$ cat config.mk
export PLATFORM = sky130hd
export DESIGN_NAME = rtc_handshake_serial_slave
export DESIGN_NICKNAME = d
export VERILOG_FILES = /design/src/rtl/rhss_pkg.sv /design/src/rtl/rtc_handshake_serial_slave.sv /design/src/rtl/rhss_core.sv
export VERILOG_INCLUDE_DIRS = /design/src /design/src/rtl
export SDC_FILE = /design/constraint.sdc
export NUM_CORES = 1
export LEC_CHECK = 0
export BUFFER_PORTS_ARGS = -buffer_cell sky130_fd_sc_hd__buf_4
export CORE_UTILIZATION = 48
export CTS_CLUSTER_DIAMETER = 60
export CTS_CLUSTER_SIZE = 40
export DETAILED_ROUTE_END_ITERATION = 16
export PLACE_DENSITY = 0.8
export SLEW_MARGIN = 30
export SYNTH_ARGS = -nofsm -noshare
export SYNTH_HDL_FRONTEND = slang
export SYNTH_HIERARCHICAL = 1
export SYNTH_SLANG_ARGS = --single-unit
$ cat constraint.sdc
create_clock -name clk -period 4.2 [get_ports clk]
set_input_delay 0 -clock clk [delete_from_list [all_inputs] [get_ports clk]]
set_output_delay 0 -clock clk [all_outputs]
set_load 0.01 [all_outputs]
$ cat src/rtl/rtc_handshake_serial_slave_macros.svh
// assertion macros shared by the rtl files
`ifndef RTC_HANDSHAKE_SERIAL_SLAVE_MACROS_SVH
`define RTC_HANDSHAKE_SERIAL_SLAVE_MACROS_SVH

`ifndef ASSERT_OFF

// condition implies consequence in the same cycle
`define RHSS_ASSERT_NOW(label, clk, rst, cond, cons) \
  label: assert property (@(posedge clk) disable iff (rst) (cond) |-> (cons)) \
    else $error("rhss assertion failed");

// condition implies consequence in the next cycle
`define RHSS_ASSERT_NEXT(label, clk, rst, cond, cons) \
  label: assert property (@(posedge clk) disable iff (rst) (cond) |=> (cons)) \
    else $error("rhss assertion failed");

`else

`define RHSS_ASSERT_NOW(label, clk, rst, cond, cons)
`define RHSS_ASSERT_NEXT(label, clk, rst, cond, cons)

`endif

`endif

$ cat src/rtl/rhss_pkg.sv
// shared types and constants for the rtc handshake serial slave
`timescale 1ns / 1ps

package rhss_pkg;

  localparam logic [7:0] CMD_READ_CLOCK = 8'hFD;
  localparam int         REPLY_LEN      = 6;
  localparam logic [2:0] REPLY_LAST_IDX = 3'(REPLY_LEN);
  localparam logic [3:0] GATE_DATA_HIGH = 4'd3;
  localparam logic       KIND_LINE      = 1'b0;
  localparam logic       KIND_STATUS    = 1'b1;
  localparam logic       REG_GATE_ID    = 1'b0;

  typedef struct packed {
    logic       kind;
    logic       cpu_clock;
    logic       cpu_data;
    logic [5:0] now_second;
    logic [5:0] now_minute;
    logic [4:0] now_hour;
    logic [4:0] now_day;
    logic [2:0] now_weekday;
    logic [3:0] now_month;
    logic [6:0] now_year;
  } item_t;

  typedef struct packed {
    logic [3:0] port_a_value;
    logic [4:0] port8_value;
    logic       device_clock;
    logic       device_data;
    logic       sending;
  } result_t;

endpackage

$ cat src/rtl/rtc_handshake_serial_slave.sv
// top level: apb register, core and output queue
//
//  channel | handshake          | payload
//  --------+--------------------+--------------------------------------------
//  in      | in_valid/in_stall  | kind, cpu_clock, cpu_data, now_* time
//  out     | out_valid/out_stall| port_a_value, port8_value, device_clock,
//          |                    | device_data, sending
//  cfg     | apb psel/penable   | gate_id at byte address 0
//
// one item per cycle while in_stall is low; a taken item's result goes to out_res,
// or to the skid while out_res stalls; a two-entry output queue (result register
// plus skid) sets the stall: in_stall rises only when both entries hold unread results
// synchronous reset clears all link state, the reply bytes and gate_id
`timescale 1ns / 1ps
`include "rtc_handshake_serial_slave_macros.svh"

module rtc_handshake_serial_slave (
  input  logic        clk,
  input  logic        rst,
  input  logic        psel,
  input  logic        penable,
  input  logic        pwrite,
  input  logic [2:0]  paddr,
  input  logic [31:0] pwdata,
  output logic [31:0] prdata,
  output logic        pready,
  input  logic        in_valid,
  output logic        in_stall,
  input  logic        kind,
  input  logic        cpu_clock,
  input  logic        cpu_data,
  input  logic [5:0]  now_second,
  input  logic [5:0]  now_minute,
  input  logic [4:0]  now_hour,
  input  logic [4:0]  now_day,
  input  logic [2:0]  now_weekday,
  input  logic [3:0]  now_month,
  input  logic [6:0]  now_year,
  output logic        out_valid,
  input  logic        out_stall,
  output logic [3:0]  port_a_value,
  output logic [4:0]  port8_value,
  output logic        device_clock,
  output logic        device_data,
  output logic        sending
);

  logic [3:0]        gate_id;
  rhss_pkg::item_t   item;
  rhss_pkg::result_t core_res;
  rhss_pkg::result_t out_res;
  rhss_pkg::result_t skid_res;
  logic              skid_valid;
  logic              accept;
  logic              out_move;

  assign pready = 1'b1;

  always_ff @(posedge clk) begin
    if (rst) begin
      gate_id <= '0;
    end else if (psel && penable && pwrite && pready && paddr[2] == rhss_pkg::REG_GATE_ID) begin
      gate_id <= pwdata[3:0];
    end
  end

  assign prdata = (paddr[2] == rhss_pkg::REG_GATE_ID) ? {28'd0, gate_id} : 32'd0;

  assign item = '{kind: kind, cpu_clock: cpu_clock, cpu_data: cpu_data,
                  now_second: now_second, now_minute: now_minute, now_hour: now_hour,
                  now_day: now_day, now_weekday: now_weekday, now_month: now_month,
                  now_year: now_year};

  assign in_stall = skid_valid;
  assign accept   = in_valid && !skid_valid;
  // result register is free when empty or being taken
  assign out_move = !out_valid || !out_stall;

  rhss_core u_core (
    .clk     (clk),
    .rst     (rst),
    .accept  (accept),
    .item    (item),
    .gate_id (gate_id),
    .result  (core_res)
  );

  always_ff @(posedge clk) begin
    if (rst) begin
      out_valid  <= 1'b0;
      skid_valid <= 1'b0;
    end else begin
      if (out_move) begin
        out_valid  <= skid_valid || accept;
        skid_valid <= 1'b0;
      end else if (accept) begin
        skid_valid <= 1'b1;
      end
    end
  end

  always_ff @(posedge clk) begin
    if (out_move) begin
      out_res <= skid_valid ? skid_res : core_res;
    end else if (accept) begin
      skid_res <= core_res;
    end
  end

  assign port_a_value = out_res.port_a_value;
  assign port8_value  = out_res.port8_value;
  assign device_clock = out_res.device_clock;
  assign device_data  = out_res.device_data;
  assign sending      = out_res.sending;

  `RHSS_ASSERT_NOW(a_skid_behind_out, clk, rst, skid_valid, out_valid)
  `RHSS_ASSERT_NEXT(a_stalled_push_skids, clk, rst, accept && out_valid && out_stall, skid_valid)
  `RHSS_ASSERT_NEXT(a_drain_empties, clk, rst, out_valid && !out_stall && !accept && !skid_valid, !out_valid)

endmodule

$ cat src/rtl/rhss_core.sv
// link state and per-item next-state logic
`timescale 1ns / 1ps
`include "rtc_handshake_serial_slave_macros.svh"

module rhss_core (
  input  logic             clk,
  input  logic             rst,
  input  logic             accept,
  input  rhss_pkg::item_t  item,
  input  logic [3:0]       gate_id,
  output rhss_pkg::result_t result
);

  logic       host_clock_seen, host_clock_seen_next;
  logic       host_data_seen, host_data_seen_next;
  logic       ready_clock, ready_clock_next;
  logic       data_out, data_out_next;
  logic       send_mode, send_mode_next;
  logic [2:0] bits_in, bits_in_next;
  logic [2:0] bits_out, bits_out_next;
  logic [7:0] in_shift, in_shift_next;
  logic [7:0] out_shift, out_shift_next;
  logic [2:0] reply_index, reply_index_next;
  logic       reply_start_pending, reply_start_pending_next;
  logic [7:0] reply_bytes [rhss_pkg::REPLY_LEN];
  logic       latch;
  logic [6:0] year_fix;
  logic [3:0] wday_nib;
  logic [3:0] status_before;

  assign year_fix = (item.now_year >= 7'd100) ? item.now_year - 7'd100 : item.now_year;
  assign wday_nib = {1'b0, item.now_weekday} + 4'd15;
  assign status_before = {ready_clock, host_data_seen, host_clock_seen, 1'b0};

  always_comb begin
    host_clock_seen_next     = host_clock_seen;
    host_data_seen_next      = host_data_seen;
    ready_clock_next         = ready_clock;
    data_out_next            = data_out;
    send_mode_next           = send_mode;
    bits_in_next             = bits_in;
    bits_out_next            = bits_out;
    in_shift_next            = in_shift;
    out_shift_next           = out_shift;
    reply_index_next         = reply_index;
    reply_start_pending_next = reply_start_pending;
    latch                    = 1'b0;

    if (item.kind == rhss_pkg::KIND_STATUS) begin
      // first status read after the command starts the reply
      if (reply_start_pending && send_mode) begin
        ready_clock_next         = 1'b1;
        reply_index_next         = '0;
        reply_start_pending_next = 1'b0;
      end
    end else begin
      host_data_seen_next = item.cpu_data;
      if (item.cpu_clock != host_clock_seen) begin
        host_clock_seen_next = item.cpu_clock;
        if (!send_mode) begin
          if (item.cpu_clock) begin
            ready_clock_next = 1'b1;
          end else begin
            in_shift_next    = {in_shift[6:0], item.cpu_data};
            bits_in_next     = bits_in + 3'd1;
            ready_clock_next = 1'b0;
            if (bits_in_next == 3'd0 && in_shift_next == rhss_pkg::CMD_READ_CLOCK) begin
              latch                    = 1'b1;
              reply_index_next         = '0;
              reply_start_pending_next = 1'b1;
              bits_out_next            = '0;
              send_mode_next           = 1'b1;
            end
          end
        end else begin
          if (item.cpu_clock) begin
            // byte boundary: load the next reply byte, or zero while the start is pending or after the last byte
            if (bits_out == 3'd0) begin
              if (reply_start_pending) begin
                out_shift_next           = '0;
                reply_start_pending_next = 1'b0;
              end else if (reply_index < rhss_pkg::REPLY_LAST_IDX) begin
                out_shift_next   = reply_bytes[reply_index];
                reply_index_next = reply_index + 3'd1;
              end else begin
                out_shift_next = '0;
              end
            end
            data_out_next    = out_shift_next[7];
            ready_clock_next = 1'b0;
          end else begin
            bits_out_next  = bits_out + 3'd1;
            out_shift_next = {out_shift[6:0], 1'b0};
            if (bits_out_next == 3'd0) begin
              if (reply_index < rhss_pkg::REPLY_LAST_IDX) begin
                ready_clock_next = 1'b1;
              end else begin
                send_mode_next = 1'b0;
              end
            end else begin
              ready_clock_next = 1'b1;
            end
          end
        end
      end
    end

    if (item.kind == rhss_pkg::KIND_STATUS) begin
      result.port_a_value = status_before;
    end else begin
      result.port_a_value = {ready_clock_next, host_data_seen_next, host_clock_seen_next, 1'b0};
    end
    if (!data_out_next) begin
      result.port8_value = 5'h00;
    end else if (gate_id < rhss_pkg::GATE_DATA_HIGH) begin
      result.port8_value = 5'h10;
    end else begin
      result.port8_value = 5'h04;
    end
    result.device_clock = ready_clock_next;
    result.device_data  = data_out_next;
    result.sending      = send_mode_next;
  end

  always_ff @(posedge clk) begin
    if (rst) begin
      host_clock_seen     <= 1'b0;
      host_data_seen      <= 1'b0;
      ready_clock         <= 1'b0;
      data_out            <= 1'b0;
      send_mode           <= 1'b0;
      bits_in             <= '0;
      bits_out            <= '0;
      in_shift            <= '0;
      out_shift           <= '0;
      reply_index         <= '0;
      reply_start_pending <= 1'b0;
      for (int i = 0; i < rhss_pkg::REPLY_LEN; i++) begin
        reply_bytes[i] <= '0;
      end
    end else if (accept) begin
      host_clock_seen     <= host_clock_seen_next;
      host_data_seen      <= host_data_seen_next;
      ready_clock         <= ready_clock_next;
      data_out            <= data_out_next;
      send_mode           <= send_mode_next;
      bits_in             <= bits_in_next;
      bits_out            <= bits_out_next;
      in_shift            <= in_shift_next;
      out_shift           <= out_shift_next;
      reply_index         <= reply_index_next;
      reply_start_pending <= reply_start_pending_next;
      if (latch) begin
        reply_bytes[0] <= {2'b00, item.now_second};
        reply_bytes[1] <= {2'b00, item.now_minute};
        reply_bytes[2] <= {3'b000, item.now_hour};
        reply_bytes[3] <= {3'b000, item.now_day};
        reply_bytes[4] <= {wday_nib, item.now_month};
        reply_bytes[5] <= {1'b0, year_fix};
      end
    end
  end

  // a pending start only exists in send mode, with the index parked at zero
  `RHSS_ASSERT_NOW(a_pending_in_send, clk, rst, reply_start_pending, send_mode)
  `RHSS_ASSERT_NOW(a_pending_idx_zero, clk, rst, reply_start_pending, reply_index == 3'd0)
  `RHSS_ASSERT_NOW(a_index_bound, clk, rst, 1'b1, reply_index <= rhss_pkg::REPLY_LAST_IDX)

endmodule

==> impl_metrics.toml <==
[run_status]
status = "finished, final reports clean"

[floorplan]
core_area_um2 = 9860
die_w_um = 103
die_h_um = 103
fp.dieArea_um2 = 10600
ioPinCount = 128
rows = 36
start_util_pct = 49.8

[sta]
slew_viol_final = 0
fmax_mhz = 346
post-route-min-period_ps = 2890
finalSetupViolCount = 0
relSlewSlack_pct = 44.8
min_period_over_period_pct = 68.9
skew_ps = 18.2
fin_tns_setup_ps = 0
grt_setup_unrepaired = "false"
hold_violations = 0
worst_pin_slew_ps = 827

[setup_path]
cp-start-kind = "flip-flop"
worstPathMaxFanout = 15
r2r_slack_ps = 1310
crit_arrival_ps = 3110
path_class = "reg -> reg"
required_ps = 4420
cp-end-kind = "flip-flop"

[power]
leakage_nw = 2.39
ir_drop_mv = 0.218
powerDensity_nw_per_um2 = 308

[clocking]
clock_sinks = 100
root_buffer = "clkbuf_8"
hold_buffers = 41
ctsResizeCount = 0
cts_buffers = 9
cts_setup_buffers = 0
clkLatencyLatePin_ps = 360
cts.path.max_buffers = 2
cts.htree.levels = 3
clk_pin_slew_ps = 100
cts_tree = "done"

[global_route]
grt_max_degree = 43
grt_pass1_wl_um = 15000
grt_pass1_vias = 3352
grt_use_total_pct = 18.5
antenna_found_initial = 0
grt_overflow = 0

[synth]
synth-edff-count = 61
ys_seq_area_share_pct = 53.2
synthesis.area_um2 = 4910
ys.flop_type = "edfxtp_1"
synth-async-reset-ratio_pct = 0
ys_seq_elements = 100
ys_types = 54
netlist_instances = 430
avgSynthCellArea_um2 = 11.4
yosysWarnings = 6

[layout]
synthToLayoutAreaGrowth_pct = 21.6
fillers = 763
fin_nets = 616
fin_util_pct = 60.5
final_layout_size_suffix_gt1_share_pct = 21.5
diodes = 0

[worst_hold_path]
hold_class = "in -> reg"

[drt]
ant_nets = 0
wl_per_cell_um = 14.1
drtIter0Drc = 132
first_pass_iters = 4
routed_via_density = 5.00
vias = 3322
drt_wl_total_um = 9370
drc_errors = 0

[placement]
routabilityCongestion = 0.854
post-dp-hpwl_um = 6160
portBuffers = 68

[flow_run]
drv_cap = 0
## cells in the final DEF, fill, tap and decap left out, drive strengths merged, types with 2 or more instances in the layout
master,count
buf,71
edfxtp,61
dlygate4sd3,41
dfxtp,39
nor2,33
conb,33
and2,30
mux2i,25
nand2,22
inv,18
o21ai,17
mux2,15
nand2b,13
a21oi,10
clkbuf,9
ha,9
nor2b,8
o22ai,7
and3,5
nand3,5
mux4,5
and2b,4
xnor2,4
a32oi,4
a211oi,3
xor2,3
o32ai,3
a311oi,3
nor3,3
clkinv,3
and4b,2
nand4,2
a21o,2
o21a,2
or3,2
nor3b,2
nand4b,2
## cell usage after synthesis (3+ instances only)
| cell type | number | area, µm² |
|---|---|---|
| a311oi_1 | 3 | 26.3 |
| buf_2 | 6 | 30.0 |
| o22ai_1 | 7 | 43.8 |
| and2b_2 | 4 | 35.0 |
| buf_4 | 39 | 293 |
| nand3_1 | 5 | 25.0 |
| mux4_2 | 5 | 113 |
| mux2_2 | 13 | 146 |
| ha_1 | 9 | 113 |
| xor2_1 | 3 | 26.3 |
| mux2i_1 | 25 | 250 |
| a211oi_1 | 3 | 22.5 |
| inv_1 | 15 | 56.3 |
| nand2b_1 | 13 | 81.3 |
| a21oi_1 | 9 | 45.0 |
| edfxtp_1 | 61 | 1830 |
| conb_1 | 3 | 11.3 |
| xnor2_1 | 4 | 35.0 |
| and2_1 | 30 | 188 |
| nand2_1 | 22 | 82.6 |
| a32oi_1 | 4 | 35.0 |
| nor2_1 | 33 | 124 |
| clkbuf_1 | 9 | 33.8 |
| o32ai_1 | 3 | 26.3 |
| dfxtp_1 | 39 | 781 |
| nor2b_1 | 8 | 50.1 |
| o21ai_0 | 16 | 80.1 |
| and3_1 | 5 | 31.3 |
## stage by stage
step	std cells	total power, mW	setup WS (ps)	instance area [µm²]	hold WS, ps
2_1_floorplan	460	1.21	911	5020	144
3_3_place_gp	606	1.25	1410	5350	281
3_5_place_dp	607	1.26	1590	5380	281
4_1_cts	664	1.85	1290	5970	34.5
5_1_grt	664	1.92	1130	5970	63.2
6_report	664	1.84	1310	5970	49.7
## where the power goes
group	switching [mW]	internal [mW]	leakage [nW]
registers	0.0134	1.07	0.907
logic	0.0855	0.0992	1.39
clock network	0.342	0.224	0.0898
## flip-flops by register name, summed over array words and instances (netlist names), named ones only
signal / cells
gate_id: 4
u_core/data_out: 1
in_stall: 1
u_core/reply_start_pending: 1
port8_value: 5
u_core/in_shift: 7
u_core/host_clock_seen: 1
port_a_value: 4
u_core/ready_clock: 1
device_clock: 1
u_core/bits_out: 3
u_core/host_data_seen: 1
u_core/reply_index: 3
sending: 1
skid_res: 12
u_core/send_mode: 1
out_valid: 1
u_core/bits_in: 3
u_core/reply_bytes: 37
device_data: 1
u_core/out_shift: 8
## worst max-delay path: stages, from the launching register on
cell and delay (ps):
dfxtp_1 520, nor2b_1 250, nand3_1 560, or3_1 670, nor4_2 170, dlygate4sd3_1 580
## routing by layer
metal	up-vias	share of wire (%)	track usage (%)
li1	1645	-	-
met1	1562	41	21.6
met2	99	52	33.4
met3	16	4.6	3.73
met4	0	1.4	6.93
met5	-	0	0
## cells by family (layout without fill, tap and decap cells)
logic type      Yosys count  after routing  synth area share, %
fa+ha+maj                 9              9                 2.29
simple gates            136            136                 15.4
mux                      45             45                 10.8
flops                   100            100                 53.2
buf+inv                  72            143                 8.79
other cells               3             33                0.229
compound gates           58             58                 7.98
xor+xnor                  7              7                 1.25
## worst paths after layout
check                       from  cells after the start                       end
max reg2reg             in_stall                      5  u_core/reply_bytes[4][7]
min reg2reg  u_core/out_shift[7]                      2       u_core/out_shift[7]
min                          rst                      2        u_core/in_shift[0]
max                     in_stall                      5  u_core/reply_bytes[4][7]
## layout make-up
class	instances	area [µm²]	area share, %
inverters	15	56.3	0.943
flip-flops and latches	100	2610	43.8
well taps	133	166	2.79
clock inverters	7	57.6	0.964
multi-input cells	288	1990	33.3
repair buffers	112	963	16.1
clock buffers	9	124	2.08
(Power assumes the default switching activity.)
